### config.mk
export PLATFORM = sky130hd
export DESIGN_NAME = uv_sphere_index_uv_generator_flat
export DESIGN_NICKNAME = d
export VERILOG_FILES = /design/src/rtl/uvs_pkg.sv /design/src/rtl/uvs_req_if.sv /design/src/rtl/uvs_rsp_if.sv /design/src/rtl/uvs_walker.sv /design/src/rtl/uvs_corner.sv /design/src/rtl/uv_sphere_index_uv_generator.sv /design/src/flat_wrapper.sv
export SDC_FILE = /design/constraint.sdc
export NUM_CORES = 2
export LEC_CHECK = 0
export BUFFER_PORTS_ARGS = -buffer_cell sky130_fd_sc_hd__buf_2
export CELL_PAD_IN_SITES_DETAIL_PLACEMENT = 1
export CELL_PAD_IN_SITES_GLOBAL_PLACEMENT = 1
export CORE_ASPECT_RATIO = 1.4
export CORE_MARGIN = 1
export CORE_UTILIZATION = 52
export CTS_BUF_LIST = sky130_fd_sc_hd__clkbuf_4
export DETAILED_ROUTE_END_ITERATION = 16
export PLACE_DENSITY = 0.88
export SETUP_SLACK_MARGIN = 0.3
export SLEW_MARGIN = 20
export SYNTH_ARGS = -nofsm -noshare
export SYNTH_HDL_FRONTEND = slang
export SYNTH_SLANG_ARGS = --single-unit
### constraint.sdc
create_clock -name clock -period 17.92 [get_ports clock]
set_clock_uncertainty 0.05 [all_clocks]
set_input_delay 1.792 -clock clock [delete_from_list [all_inputs] [get_ports clock]]
set_output_delay 1.792 -clock clock [all_outputs]
set_load 0.02 [all_outputs]
### src/rtl/uvs_pkg.sv
package uvs_pkg;

   localparam int MAX_SEGMENTS = 64;
   localparam int FRAC_BITS    = 16;

   localparam int UV_W       = FRAC_BITS + 1;
   localparam int SEG_CFG_W  = 7;
   localparam int IDX_W      = 12;
   localparam int POS_W      = $clog2(MAX_SEGMENTS);
   localparam int PHI_W      = $clog2(MAX_SEGMENTS + 1);
   localparam int PU_W       = POS_W + UV_W;
   localparam int PV_W       = PHI_W + UV_W;
   localparam int SUM_W      = PV_W + 1;
   localparam int CNR_W      = 3;
   localparam int CSR_IDX_W  = 2;
   localparam int CSR_DATA_W = UV_W;

   localparam int MIN_RING  = 3;
   localparam int MIN_STACK = 2;

   localparam logic [UV_W-1:0] UV_ONE = UV_W'(1) << FRAC_BITS;

   localparam logic [SEG_CFG_W-1:0] RESET_RING      = SEG_CFG_W'(3);
   localparam logic [SEG_CFG_W-1:0] RESET_STACK     = SEG_CFG_W'(2);
   localparam logic [UV_W-1:0]      RESET_INV_RING  = UV_W'(21845);
   localparam logic [UV_W-1:0]      RESET_INV_STACK = UV_W'(32768);

   localparam logic [CSR_IDX_W-1:0] CSR_RING_SEGMENTS  = 2'd0;
   localparam logic [CSR_IDX_W-1:0] CSR_STACK_SEGMENTS = 2'd1;
   localparam logic [CSR_IDX_W-1:0] CSR_INV_RING       = 2'd2;
   localparam logic [CSR_IDX_W-1:0] CSR_INV_STACK      = 2'd3;

   localparam logic [1:0] REGION_TOP    = 2'd0;
   localparam logic [1:0] REGION_BODY   = 2'd1;
   localparam logic [1:0] REGION_BOTTOM = 2'd2;
   localparam logic [1:0] REGION_DONE   = 2'd3;

   localparam logic [CNR_W-1:0] LAST_TRI  = CNR_W'(2);
   localparam logic [CNR_W-1:0] LAST_QUAD = CNR_W'(5);

   typedef struct packed {
      logic [PHI_W-1:0] phi;
      logic [PHI_W-1:0] theta;
      logic [UV_W-1:0]  inv_ring;
      logic [UV_W-1:0]  inv_stack;
   } cfg_type;

   typedef struct packed {
      logic [1:0]       region;
      logic [POS_W-1:0] i_pos;
      logic             seam;
      logic             final_tri;
      logic [PU_W-1:0]  pu;
      logic [PV_W-1:0]  pv;
      logic [IDX_W-1:0] pj;
   } desc_type;

   typedef struct packed {
      logic [IDX_W-1:0] idx;
      logic [UV_W-1:0]  u;
      logic [UV_W-1:0]  v;
   } corner_type;

endpackage

### src/rtl/uvs_req_if.sv
interface uvs_req_if import uvs_pkg::*; ();
   logic valid;
   logic ready;
   logic restart;

   modport source (output valid, output restart, input ready);
   modport sink (input valid, input restart, output ready);
endinterface

### src/rtl/uvs_rsp_if.sv
interface uvs_rsp_if import uvs_pkg::*; ();
   logic             valid;
   logic             ready;
   logic [IDX_W-1:0] vertex_index;
   logic [UV_W-1:0]  tex_u;
   logic [UV_W-1:0]  tex_v;
   logic             last_corner;
   logic             mesh_done;

   modport source (output valid, output vertex_index, output tex_u, output tex_v,
                   output last_corner, output mesh_done, input ready);
   modport sink (input valid, input vertex_index, input tex_u, input tex_v,
                 input last_corner, input mesh_done, output ready);
endinterface

### src/rtl/uvs_walker.sv
module uvs_walker import uvs_pkg::*; (
   input  logic     clock,
   input  logic     reset,
   input  cfg_type  cfg,
   uvs_req_if.sink  req,
   output desc_type desc,
   output logic     desc_valid,
   input  logic     desc_ready
);

   logic [1:0]         region_ff, region_in;
   logic [POS_W-1:0]   seg_ff, seg_in;
   logic [POS_W-1:0]   ring_ff, ring_in;
   desc_type           desc_ff, desc_in;
   logic               desc_valid_ff, desc_valid_in;

   logic               accept;
   logic [1:0]         reg_cur;
   logic [POS_W-1:0]   seg_cur, ring_cur, i_pos, j_pos, j_eff;
   logic [PHI_W-1:0]   phi_m1, theta_m3, mul_a, k_v;
   logic [2*PHI_W-1:0] pj_full;
   logic               seam, body_last;

   assign req.ready  = !desc_valid_ff || desc_ready;
   assign accept     = req.valid && req.ready;
   assign desc       = desc_ff;
   assign desc_valid = desc_valid_ff;

   always_comb begin
      reg_cur  = req.restart ? REGION_TOP : region_ff;
      seg_cur  = req.restart ? '0 : seg_ff;
      ring_cur = req.restart ? '0 : ring_ff;
      phi_m1   = cfg.phi - PHI_W'(1);
      theta_m3 = cfg.theta - PHI_W'(3);
      if (reg_cur == REGION_BODY && cfg.theta < PHI_W'(MIN_STACK + 1)) begin
         reg_cur = REGION_BOTTOM;
         seg_cur = '0;
      end
      i_pos     = (PHI_W'(seg_cur) > phi_m1) ? POS_W'(phi_m1) : seg_cur;
      j_pos     = (PHI_W'(ring_cur) > theta_m3) ? POS_W'(theta_m3) : ring_cur;
      seam      = (PHI_W'(i_pos) == phi_m1);
      body_last = (PHI_W'(j_pos) >= theta_m3);
      j_eff     = (reg_cur == REGION_BODY) ? j_pos : '0;

      region_in = region_ff;
      seg_in    = seg_ff;
      ring_in   = ring_ff;
      if (accept) begin
         region_in = reg_cur;
         seg_in    = seg_cur;
         ring_in   = ring_cur;
         case (reg_cur)
            REGION_TOP: begin
               if (seam) begin
                  seg_in    = '0;
                  ring_in   = '0;
                  region_in = (cfg.theta > PHI_W'(MIN_STACK)) ? REGION_BODY : REGION_BOTTOM;
               end else begin
                  seg_in = i_pos + POS_W'(1);
               end
            end
            REGION_BODY: begin
               if (seam) begin
                  seg_in = '0;
                  if (body_last) begin
                     ring_in   = '0;
                     region_in = REGION_BOTTOM;
                  end else begin
                     ring_in = j_pos + POS_W'(1);
                  end
               end else begin
                  seg_in  = i_pos + POS_W'(1);
                  ring_in = j_pos;
               end
            end
            REGION_BOTTOM: begin
               if (seam) begin
                  seg_in    = '0;
                  region_in = REGION_DONE;
               end else begin
                  seg_in = i_pos + POS_W'(1);
               end
            end
            default: begin
            end
         endcase
      end

      mul_a             = (reg_cur == REGION_BOTTOM) ? cfg.theta - PHI_W'(1) : PHI_W'(j_eff);
      k_v               = PHI_W'(j_eff) + PHI_W'(1);
      pj_full           = (2*PHI_W)'(mul_a) * (2*PHI_W)'(cfg.phi);
      desc_in.region    = reg_cur;
      desc_in.i_pos     = i_pos;
      desc_in.seam      = seam;
      desc_in.final_tri = (reg_cur == REGION_BOTTOM) && seam;
      desc_in.pu        = PU_W'(i_pos) * PU_W'(cfg.inv_ring);
      desc_in.pv        = PV_W'(k_v) * PV_W'(cfg.inv_stack);
      desc_in.pj        = IDX_W'(pj_full);

      if (accept) begin
         desc_valid_in = (reg_cur != REGION_DONE);
      end else if (desc_ready) begin
         desc_valid_in = 1'b0;
      end else begin
         desc_valid_in = desc_valid_ff;
      end
   end

   always_ff @(posedge clock) begin
      if (reset) begin
         region_ff     <= REGION_TOP;
         seg_ff        <= '0;
         ring_ff       <= '0;
         desc_valid_ff <= 1'b0;
      end else begin
         region_ff     <= region_in;
         seg_ff        <= seg_in;
         ring_ff       <= ring_in;
         desc_valid_ff <= desc_valid_in;
      end
   end

   always_ff @(posedge clock) begin
      if (accept) begin
         desc_ff <= desc_in;
      end
   end

   assert property (@(posedge clock) disable iff (reset)
      region_ff == REGION_DONE |-> seg_ff == '0)
      else $error("finished sphere left a segment position");

   assert property (@(posedge clock) disable iff (reset)
      desc_valid_ff && desc_ff.final_tri |-> desc_ff.region == REGION_BOTTOM && desc_ff.seam)
      else $error("final triangle outside the bottom cap seam");

   assert property (@(posedge clock) disable iff (reset)
      accept && !req.restart && region_ff == REGION_DONE |=> region_ff == REGION_DONE)
      else $error("advance left the finished state");

endmodule

### src/rtl/uvs_corner.sv
module uvs_corner import uvs_pkg::*; (
   input  logic      clock,
   input  logic      reset,
   input  cfg_type   cfg,
   input  desc_type  desc,
   input  logic      desc_valid,
   output logic      desc_ready,
   uvs_rsp_if.source rsp
);

   function automatic logic [UV_W-1:0] sat_top(input logic [SUM_W-1:0] x);
      return (x > SUM_W'(UV_ONE)) ? UV_ONE : UV_W'(x);
   endfunction

   function automatic logic [UV_W-1:0] one_minus(input logic [SUM_W-1:0] x);
      return (x > SUM_W'(UV_ONE)) ? '0 : UV_W'(SUM_W'(UV_ONE) - x);
   endfunction

   corner_type       table_ff [0:5];
   corner_type       table_in [0:5];
   logic [CNR_W-1:0] last_ff, last_in;
   logic             final_ff;
   logic [CNR_W-1:0] cnt_ff, cnt_in;
   logic             emit_valid_ff, emit_valid_in;

   logic             rsp_valid_ff, rsp_valid_in;
   logic [IDX_W-1:0] rsp_idx_ff;
   logic [UV_W-1:0]  rsp_u_ff, rsp_v_ff;
   logic             rsp_last_ff, rsp_done_ff;

   logic             out_free, fire, last_fire, load;
   logic [UV_W-1:0]  uh, ua_n, ub_n, uclose, useam, ua, ub, uf, v1, v2, vb;
   logic [IDX_W-1:0] ipl, phi_x, south, a_idx, b_idx, c_idx, d_idx;

   assign out_free   = !rsp_valid_ff || rsp.ready;
   assign fire       = emit_valid_ff && out_free;
   assign last_fire  = fire && (cnt_ff == last_ff);
   assign desc_ready = !emit_valid_ff || last_fire;
   assign load       = desc_valid && desc_ready;

   always_comb begin
      uh     = sat_top(SUM_W'(desc.pu) + SUM_W'(cfg.inv_ring >> 1));
      ua_n   = sat_top(SUM_W'(desc.pu));
      ub_n   = sat_top(SUM_W'(desc.pu) + SUM_W'(cfg.inv_ring));
      uclose = UV_ONE - (cfg.inv_ring >> 1);
      useam  = one_minus(SUM_W'(cfg.inv_ring));
      ua     = desc.seam ? useam : ua_n;
      ub     = desc.seam ? UV_ONE : ub_n;
      uf     = desc.seam ? uclose : uh;
      v1     = one_minus(SUM_W'(desc.pv));
      v2     = one_minus(SUM_W'(desc.pv) + SUM_W'(cfg.inv_stack));
      vb     = sat_top(SUM_W'(cfg.inv_stack));
      ipl    = IDX_W'(desc.i_pos);
      phi_x  = IDX_W'(cfg.phi);
      south  = desc.pj + IDX_W'(1);
      a_idx  = desc.seam ? phi_x + desc.pj : IDX_W'(1) + ipl + desc.pj;
      b_idx  = a_idx + phi_x;
      c_idx  = desc.seam ? IDX_W'(1) + desc.pj + phi_x : b_idx + IDX_W'(1);
      d_idx  = desc.seam ? IDX_W'(1) + desc.pj : a_idx + IDX_W'(1);

      for (int k = 0; k < 6; k++) begin
         table_in[k] = '0;
      end
      last_in = LAST_TRI;
      case (desc.region)
         REGION_TOP: begin
            table_in[0] = '{idx: '0, u: uf, v: UV_ONE};
            table_in[1] = '{idx: desc.seam ? phi_x : ipl + IDX_W'(1), u: ua, v: v1};
            table_in[2] = '{idx: desc.seam ? IDX_W'(1) : ipl + IDX_W'(2), u: ub, v: v1};
         end
         REGION_BODY: begin
            table_in[0] = '{idx: a_idx, u: ua, v: v1};
            table_in[1] = '{idx: b_idx, u: ua, v: v2};
            table_in[2] = '{idx: c_idx, u: ub, v: v2};
            table_in[3] = '{idx: a_idx, u: ua, v: v1};
            table_in[4] = '{idx: c_idx, u: ub, v: v2};
            table_in[5] = '{idx: d_idx, u: ub, v: v1};
            last_in     = LAST_QUAD;
         end
         default: begin
            table_in[0] = '{idx: south, u: uf, v: '0};
            table_in[1] = '{idx: desc.seam ? south - phi_x : south - phi_x + ipl + IDX_W'(1),
                            u: ub, v: vb};
            table_in[2] = '{idx: desc.seam ? south - IDX_W'(1) : south - phi_x + ipl,
                            u: ua, v: vb};
         end
      endcase

      if (load) begin
         emit_valid_in = 1'b1;
         cnt_in        = '0;
      end else if (last_fire) begin
         emit_valid_in = 1'b0;
         cnt_in        = cnt_ff;
      end else begin
         emit_valid_in = emit_valid_ff;
         cnt_in        = fire ? cnt_ff + CNR_W'(1) : cnt_ff;
      end

      if (fire) begin
         rsp_valid_in = 1'b1;
      end else if (rsp.ready) begin
         rsp_valid_in = 1'b0;
      end else begin
         rsp_valid_in = rsp_valid_ff;
      end
   end

   always_ff @(posedge clock) begin
      if (reset) begin
         emit_valid_ff <= 1'b0;
         cnt_ff        <= '0;
         rsp_valid_ff  <= 1'b0;
      end else begin
         emit_valid_ff <= emit_valid_in;
         cnt_ff        <= cnt_in;
         rsp_valid_ff  <= rsp_valid_in;
      end
   end

   always_ff @(posedge clock) begin
      if (load) begin
         for (int k = 0; k < 6; k++) begin
            table_ff[k] <= table_in[k];
         end
         last_ff  <= last_in;
         final_ff <= desc.final_tri;
      end
      if (fire) begin
         rsp_idx_ff  <= table_ff[cnt_ff].idx;
         rsp_u_ff    <= table_ff[cnt_ff].u;
         rsp_v_ff    <= table_ff[cnt_ff].v;
         rsp_last_ff <= (cnt_ff == last_ff);
         rsp_done_ff <= (cnt_ff == last_ff) && final_ff;
      end
   end

   assign rsp.valid        = rsp_valid_ff;
   assign rsp.vertex_index = rsp_idx_ff;
   assign rsp.tex_u        = rsp_u_ff;
   assign rsp.tex_v        = rsp_v_ff;
   assign rsp.last_corner  = rsp_last_ff;
   assign rsp.mesh_done    = rsp_done_ff;

   assert property (@(posedge clock) disable iff (reset)
      emit_valid_ff |-> cnt_ff <= last_ff)
      else $error("corner count ran past the last corner");

   assert property (@(posedge clock) disable iff (reset)
      rsp_valid_ff && rsp_done_ff |-> rsp_last_ff)
      else $error("mesh end flagged on a corner that is not last of its beat");

   assert property (@(posedge clock) disable iff (reset)
      last_fire && !load |=> !emit_valid_ff)
      else $error("emitter still busy after its last corner");

endmodule

### src/rtl/uv_sphere_index_uv_generator.sv
// UV sphere corner stream. Each req beat (restart = 1 begins a new sphere) yields one triangle
// as 3 rsp beats or one body quad as 6 rsp beats, each carrying a vertex index and U/V in
// unsigned Q1.16; once the bottom cap closes, further advances yield nothing until a restart.
// The rsp channel delivers one corner per cycle, unless rsp ready is low, from a single output
// register. A req beat is registered as a descriptor, then loaded into the corner table, then into
// the output register; one further req beat is taken while the current corners drain.
// Counts are clamped to 3..64 (ring) and 2..64 (stack); reciprocals are used as written.
// Write the csr registers only while the block is idle.
module uv_sphere_index_uv_generator import uvs_pkg::*; (
   input  logic                  clock,
   input  logic                  reset,
   uvs_req_if.sink               req_chan,
   uvs_rsp_if.source             rsp_chan,
   input  logic                  csr_we,
   input  logic [CSR_IDX_W-1:0]  csr_index,
   input  logic [CSR_DATA_W-1:0] csr_wdata
);

   logic [SEG_CFG_W-1:0] ring_seg_ff, stack_seg_ff;
   logic [UV_W-1:0]      inv_ring_ff, inv_stack_ff;
   cfg_type              cfg;
   desc_type             desc;
   logic                 desc_valid, desc_ready;

   always_ff @(posedge clock) begin
      if (reset) begin
         ring_seg_ff  <= RESET_RING;
         stack_seg_ff <= RESET_STACK;
         inv_ring_ff  <= RESET_INV_RING;
         inv_stack_ff <= RESET_INV_STACK;
      end else if (csr_we) begin
         case (csr_index)
            CSR_RING_SEGMENTS:  ring_seg_ff  <= csr_wdata[SEG_CFG_W-1:0];
            CSR_STACK_SEGMENTS: stack_seg_ff <= csr_wdata[SEG_CFG_W-1:0];
            CSR_INV_RING:       inv_ring_ff  <= csr_wdata[UV_W-1:0];
            CSR_INV_STACK:      inv_stack_ff <= csr_wdata[UV_W-1:0];
            default: begin
            end
         endcase
      end
   end

   always_comb begin
      if (int'(ring_seg_ff) < MIN_RING) begin
         cfg.phi = PHI_W'(MIN_RING);
      end else if (int'(ring_seg_ff) > MAX_SEGMENTS) begin
         cfg.phi = PHI_W'(MAX_SEGMENTS);
      end else begin
         cfg.phi = PHI_W'(ring_seg_ff);
      end
      if (int'(stack_seg_ff) < MIN_STACK) begin
         cfg.theta = PHI_W'(MIN_STACK);
      end else if (int'(stack_seg_ff) > MAX_SEGMENTS) begin
         cfg.theta = PHI_W'(MAX_SEGMENTS);
      end else begin
         cfg.theta = PHI_W'(stack_seg_ff);
      end
      cfg.inv_ring  = inv_ring_ff;
      cfg.inv_stack = inv_stack_ff;
   end

   uvs_walker u_walker (
      .clock      (clock),
      .reset      (reset),
      .cfg        (cfg),
      .req        (req_chan),
      .desc       (desc),
      .desc_valid (desc_valid),
      .desc_ready (desc_ready)
   );

   uvs_corner u_corner (
      .clock      (clock),
      .reset      (reset),
      .cfg        (cfg),
      .desc       (desc),
      .desc_valid (desc_valid),
      .desc_ready (desc_ready),
      .rsp        (rsp_chan)
   );

endmodule
### src/flat_wrapper.sv
// flat-port wrapper written by rule: the top's interface ports become plain ports
module uv_sphere_index_uv_generator_flat import uvs_pkg::*;
  (clock, reset, csr_we, csr_index, csr_wdata, req_chan_valid, req_chan_restart, req_chan_ready, rsp_chan_valid, rsp_chan_vertex_index, rsp_chan_tex_u, rsp_chan_tex_v, rsp_chan_last_corner, rsp_chan_mesh_done, rsp_chan_ready);
  uvs_req_if req_chan_i ();
  uvs_rsp_if rsp_chan_i ();
  input  logic clock;
  input  logic reset;
  input  logic csr_we;
  input  logic [CSR_IDX_W-1:0] csr_index;
  input  logic [CSR_DATA_W-1:0] csr_wdata;
  input wire logic [$bits(req_chan_i.valid)-1:0] req_chan_valid;
  input wire logic [$bits(req_chan_i.restart)-1:0] req_chan_restart;
  output wire logic [$bits(req_chan_i.ready)-1:0] req_chan_ready;
  output wire logic [$bits(rsp_chan_i.valid)-1:0] rsp_chan_valid;
  output wire logic [$bits(rsp_chan_i.vertex_index)-1:0] rsp_chan_vertex_index;
  output wire logic [$bits(rsp_chan_i.tex_u)-1:0] rsp_chan_tex_u;
  output wire logic [$bits(rsp_chan_i.tex_v)-1:0] rsp_chan_tex_v;
  output wire logic [$bits(rsp_chan_i.last_corner)-1:0] rsp_chan_last_corner;
  output wire logic [$bits(rsp_chan_i.mesh_done)-1:0] rsp_chan_mesh_done;
  input wire logic [$bits(rsp_chan_i.ready)-1:0] rsp_chan_ready;
  assign req_chan_i.valid = req_chan_valid;
  assign req_chan_i.restart = req_chan_restart;
  assign req_chan_ready = req_chan_i.ready;
  assign rsp_chan_valid = rsp_chan_i.valid;
  assign rsp_chan_vertex_index = rsp_chan_i.vertex_index;
  assign rsp_chan_tex_u = rsp_chan_i.tex_u;
  assign rsp_chan_tex_v = rsp_chan_i.tex_v;
  assign rsp_chan_last_corner = rsp_chan_i.last_corner;
  assign rsp_chan_mesh_done = rsp_chan_i.mesh_done;
  assign rsp_chan_i.ready = rsp_chan_ready;
  uv_sphere_index_uv_generator u_core (.clock(clock), .reset(reset), .req_chan(req_chan_i), .rsp_chan(rsp_chan_i), .csr_we(csr_we), .csr_index(csr_index), .csr_wdata(csr_wdata));
endmodule
Word level (Yosys, flattened, before mapping)
Memory sizes are Yosys's and may differ from the RTL's. A register that Yosys moved wholly into a read port is not among the register bits.
Cells that the tools add are included.
{ "word_totals": {"regBits": 143, "ramBits": 276, "in_bits": 25, "output_inout_bits": 50, "mem_count": 1} }
{ "memory_table": {"columns": ["name", "depth", "width", "rd", "rd_clocked_by_memory_dff", "write_ports", "line", "text"], "rows": [
  ["u_core.u_corner.table_ff", 6, 46, 1, 1, 6, "uvs_corner.sv:19", "corner_type table_ff [0:5];"]
]} }
{ "op_classes": {"add_sub_neg": 27, "multipliers": 3, "magnitude_cmp": 16, "eq_ne": 10, "n_mux": 53, "bitwise": 1, "reduce_logical": 26} }
{ "ops": {"columns": ["cell", "n"], "rows": [
  ["one-hot mux 138 bit (2 select lines)", 1],
  ["2-to-1 mux 17 bit", 10],
  ["2-to-1 mux 138 bit", 1],
  ["greater-than comparator 24 x 17 -> 1 bit (second input constant)", 3],
  ["2-to-1 mux 6 bit", 11],
  ["2-to-1 mux 12 bit", 5],
  ["subtractor 17 bit (first input constant)", 3],
  ["2-to-1 mux 7 bit", 7],
  ["adder 12 x 1 -> 12 bit (second input constant)", 3],
  ["greater-than comparator 17 bit (second input constant)", 2],
  ["adder 24 x 17 -> 25 bit", 1],
  ["greater-than comparator 25 x 17 -> 1 bit (second input constant)", 1],
  ["adder 12 x 7 -> 12 bit", 2],
  ["adder 23 x 16 -> 24 bit", 1],
  ["adder 23 x 17 -> 24 bit", 1],
  ["multiplier 7 x 17 -> 24 bit", 1],
  ["greater-than comparator 23 x 17 -> 1 bit (second input constant)", 1],
  ["multiplier 6 x 17 -> 23 bit", 1],
  ["less-than comparator 7 x 2 -> 1 bit (second input constant)", 3],
  ["subtractor 17 x 16 -> 17 bit (first input constant)", 1],
  ["adder 6 x 1 -> 7 bit (second input constant)", 2],
  ["greater-than comparator 6 x 7 -> 1 bit", 2],
  ["greater-than comparator 7 bit (second input constant)", 2],
  ["2-to-1 mux 2 bit", 7],
  ["other kinds (32)", 64]
]} }

Longest topological paths before layout
{ "logic_depth": {"ltp_word": 11, "mapped_depth": 39} }

By module
From an unflattened synthesis, not the netlist that was laid out.
{ "unflattened": {"hier_cells": 3485, "hier_area_um2": 34662.0} }
{ "by_module_without_submodules": {"columns": ["mod", "n_inst", "cells_per_inst", "area_per_inst_um2", "seq_area_each_um2"], "rows": [
  ["uvs_corner", 1, 1975, 20417.1, 8388.0],
  ["uvs_walker", 1, 1299, 12160.4, 2372.3],
  ["uv_sphere_index_uv_generator", 1, 211, 2084.5, 960.9]
]} }

Least setup slack after synthesis
No wires, ideal clock.
{ "synth_timing": {"kind": "input-to-reg", "startpoint": "input port rsp_chan_ready", "endpoint": "register u_core.u_corner.cnt_ff[0]", "setup_time_ns": 0.133, "arrival_time_ns": 14.262, "required_time_ns": 17.737, "path_slack_ns": 3.476, "stages": 5, "path_buffers": 0, "path_cell_list": "nor2b_1 > nand2b_1 > a21oi_1 > or2_2 > nor2_1"} }
{ "synth_between": {"elab_chain_len": 6} }
{ "synth_rtl": {"columns": ["element", "line", "text"], "rows": [
  ["from (decl)", "flat_wrapper.sv:20", "input wire logic [$bits(rsp_chan_i.ready)-1:0] rsp_chan_ready;"],
  ["logical OR 1 bit (*)", "uvs_corner.sv:35", "assign out_free = !rsp_valid_ff || rsp.ready;"],
  ["logical AND 1 bit (*)", "uvs_corner.sv:36", "assign fire = emit_valid_ff && out_free;"],
  ["logical AND 1 bit", "uvs_corner.sv:37", "assign last_fire = fire && (cnt_ff == last_ff);"],
  ["logical OR 1 bit", "uvs_corner.sv:38", "assign desc_ready = !emit_valid_ff || last_fire;"],
  ["logical AND 1 bit", "uvs_corner.sv:39", "assign load = desc_valid && desc_ready;"],
  ["OR reduction 2 bit (no line)", null, null],
  ["to (signal assigned)", "uvs_corner.sv:116", "cnt_ff <= cnt_in;"],
  ["to (decl)", "uvs_corner.sv:23", "logic [CNR_W-1:0] cnt_ff, cnt_in;"]
]} }
Every way passes the cells marked *; elsewhere a longest branch is shown, timed or not.
A chain may end at the register's enable or synchronous reset.

==> metrics <==
status complete, no violations; setup TNS 0 ns; remaining global-route overflow 0; Critical Path Source u_core.stack_seg_ff[3]; Final Critical Period 11.22 ns; Synth area leaders edfxtp_1 (30%), fa_1 (9.8%), ha_1 (7.9%), nand2_1 (4.4%), dfxtp_1 (4.0%); reg2reg start u_core.stack_seg_ff[3]; critical path class reg -> reg; CP most frequent cell inv_1; FMAX just under 0.09 GHz; register area 11,700 um2; Max Cap Violations 0; Post-CTS Resized 0; Commonest cells post-synth nand2_1 (399), edfxtp_1 (345), nor2_1 (288); Final HPWL DP ~75,000 um; Clock Latency Late Sink ~0.94 ns; Placer Congestion roughly 0.93; Max-slew headroom around 22%; Multi-input gate area 20,600 um2; Post-CTS Hold Buffers 0; ys flop type edfxtp_1; Setup Fix Bufs, Post-CTS 0; register area share after synthesis between 30 and 40%; Slew Limit Fails 0; EDFF count, synth around 350; reg2reg setup slack 6.70 ns; Die Y 305 um; H-Tree Depth 3; power density over cell area 75.9 nW/um2; area share of the largest cell type after synthesis roughly 30%; Worst Path Arrival roughly 12 ns; Tightest Pin Transition 1.17 ns; worst setup margin approximately 6.7 ns; leakage power between 15 and 20 nW; fill count roughly 7,300; final antenna-violating net count 0; non-filler instance count after layout 4,451; area growth from synthesis to layout 7.31%; antenna violations before repair 3; largest net degree at the start of global routing 89; Worst Path Required 18.52 ns; Core Box Area about 65,000 um2; global-route usage over all layers roughly a third; global-route wire length before repair 164,000 um; delay-heaviest family, CP adder cells; # setup viols final 0; I/O pins 75; Detailed Route Iter0 Violations 1,807; WL per Instance ~23 um; Starting Density 52.7%; vias in the first global route about 30,000; part of the cycle the worst path needs between 60% and 70%; ratio of cells with drive above 1 in the final layout between 10% and 20%; clock root cell clkbuf_4; clk slew on worst S/H paths approximately 0.07 ns; Die X between 200 and 250 um; Die ar. roughly 66,000 um2; first-pass iteration count of the detailed router 5; Hold Crit Start u_core.u_walker.desc[59]; slowest stage delay, CP 0.89 ns; mean number of vias per cell about 6.2; final instance area approximately 37,000 um2; count leader, synth nand2_1; worst vdd ir 0.0000489 V; Final Hold Viols 0; pre-CTS WS approximately 6.6 ns; dpl cells between 4,000 and 5,000; # port buffers 74; Rows 110; YS warnings 0; Placed Area roughly 35,000 um2; clk sink count around 410; CTS tree built; RSZ-0062 raised after global routing false; cell taking the most area after synthesis edfxtp_1; Layout Nets between 3,000 and 4,000; CP max-delay cell o41ai_1; startpoint types flip-flop; Net Count, Synth approximately 4,000; Distinct cells, synth 100; FFs w/ async S/R, synth 0%; worst path bufs/invs 5; mean post-synth cell area 9.78 um2; DRT Wirelength roughly 100,000 um; Max FO, Critical Path 19; Post-Syn Area ~34,000 um2; Syn Inst Count approximately 3,500; number of vias in the routed layout 27,700; CTS buffer count a little over 100; CTS Buffer Depth 3; Hold Crit Class reg -> reg; Critical Path Sink Type flip-flop; Yosys reg bits around 410; DRC 0
[sequential cells by signal (all words and copies together), names as in the netlist]
signal and cells:
u_core.u_corner.rsp.last_corner 1, u_core.inv_ring_ff 17, u_core.u_corner.rsp.valid 1, u_core.u_walker.region_ff 2, u_core.stack_seg_ff 7, u_core.u_walker.desc_valid 1, u_core.u_corner.cnt_ff 3, u_core.ring_seg_ff 7
u_core.u_corner.table_ff 225, u_core.u_corner.rsp.vertex_index 12, u_core.u_walker.ring_ff 6, u_core.u_walker.seg_ff 6, u_core.u_corner.rsp.mesh_done 1, u_core.u_corner.emit_valid_ff 1, u_core.u_corner.final_ff 1, u_core.u_corner.rsp.tex_v 17
u_core.u_corner.last_ff 2, u_core.u_corner.rsp.tex_u 17, u_core.u_walker.desc 69, u_core.inv_stack_ff 17
[area by class of cell]
class                      instances  share of cell area, %
clock inverter                    38                  0.819
multi-input combinational       2628                   56.5
tap                              840                   2.88
timing repair buffer             117                   1.91
antenna                            1                0.00686
sequential                       413                   32.1
inverter                         270                   2.78
clock buffer                     144                   2.96
[cell families after synthesis]
group / synth area share (%)
AOI/OAI and AO/OA: 12.4
adders and majority gates: 17.7
muxes: 6.70
and+or+nand+nor: 17.3
xor gates and xnor gates: 6.46
buffers and inverters: 4.98
DFF: 34.5
[worst paths after layout]
check | endpoint | cells past startpoint
max | u_core.u_walker.desc[35] | 32
max reg2reg | u_core.u_walker.desc[35] | 32
min reg2reg | u_core.u_corner.final_ff | 0
min | u_core.u_corner.final_ff | 0
[layout by cell type (no fill, tap or decap), drive strengths merged, types with 25 or more instances in the layout]
cell	n
or3	25
o22ai	44
edfxtp	345
ha	214
clkinv	34
and3	34
nor2	294
clkbuf	144
a21o	47
nand4	25
and2	135
fa	166
nor2b	38
nand3	66
xnor2	154
buf	117
o21ai	108
xor2	95
mux2i	53
nand2b	35
mux2	63
nor3	72
mux4	46
dfxtp	68
inv	267
a21oi	163
a211oi	37
nand2	399
[metrics by stage]
stage	util [%]	power, W	hold WS, ns
2_1_floorplan	-	0.00171	0.350
3_3_place_gp	54.4	0.00187	0.362
3_5_place_dp	54.4	0.00191	0.369
4_1_cts	56.5	0.00278	0.385
5_1_grt	56.5	0.00289	0.399
6_report	56.5	0.00277	0.382
[power breakdown]
part           leakage [nW]  internal [W]  switching [W]
Clock                 0.804      0.000444       0.000413
Sequential             3.88       0.00112      0.0000519
Combinational          10.6      0.000272       0.000473
[layer usage]
layer	track usage (%)	wire length, um	share of wire [%]
met1	36.3	39100	38
met2	55.6	52400	51
met3	4.26	5480	5.4
met4	16.7	4950	4.9
met5	0	13	0.013
No activity file was read; power rests on OpenSTA's default activity.
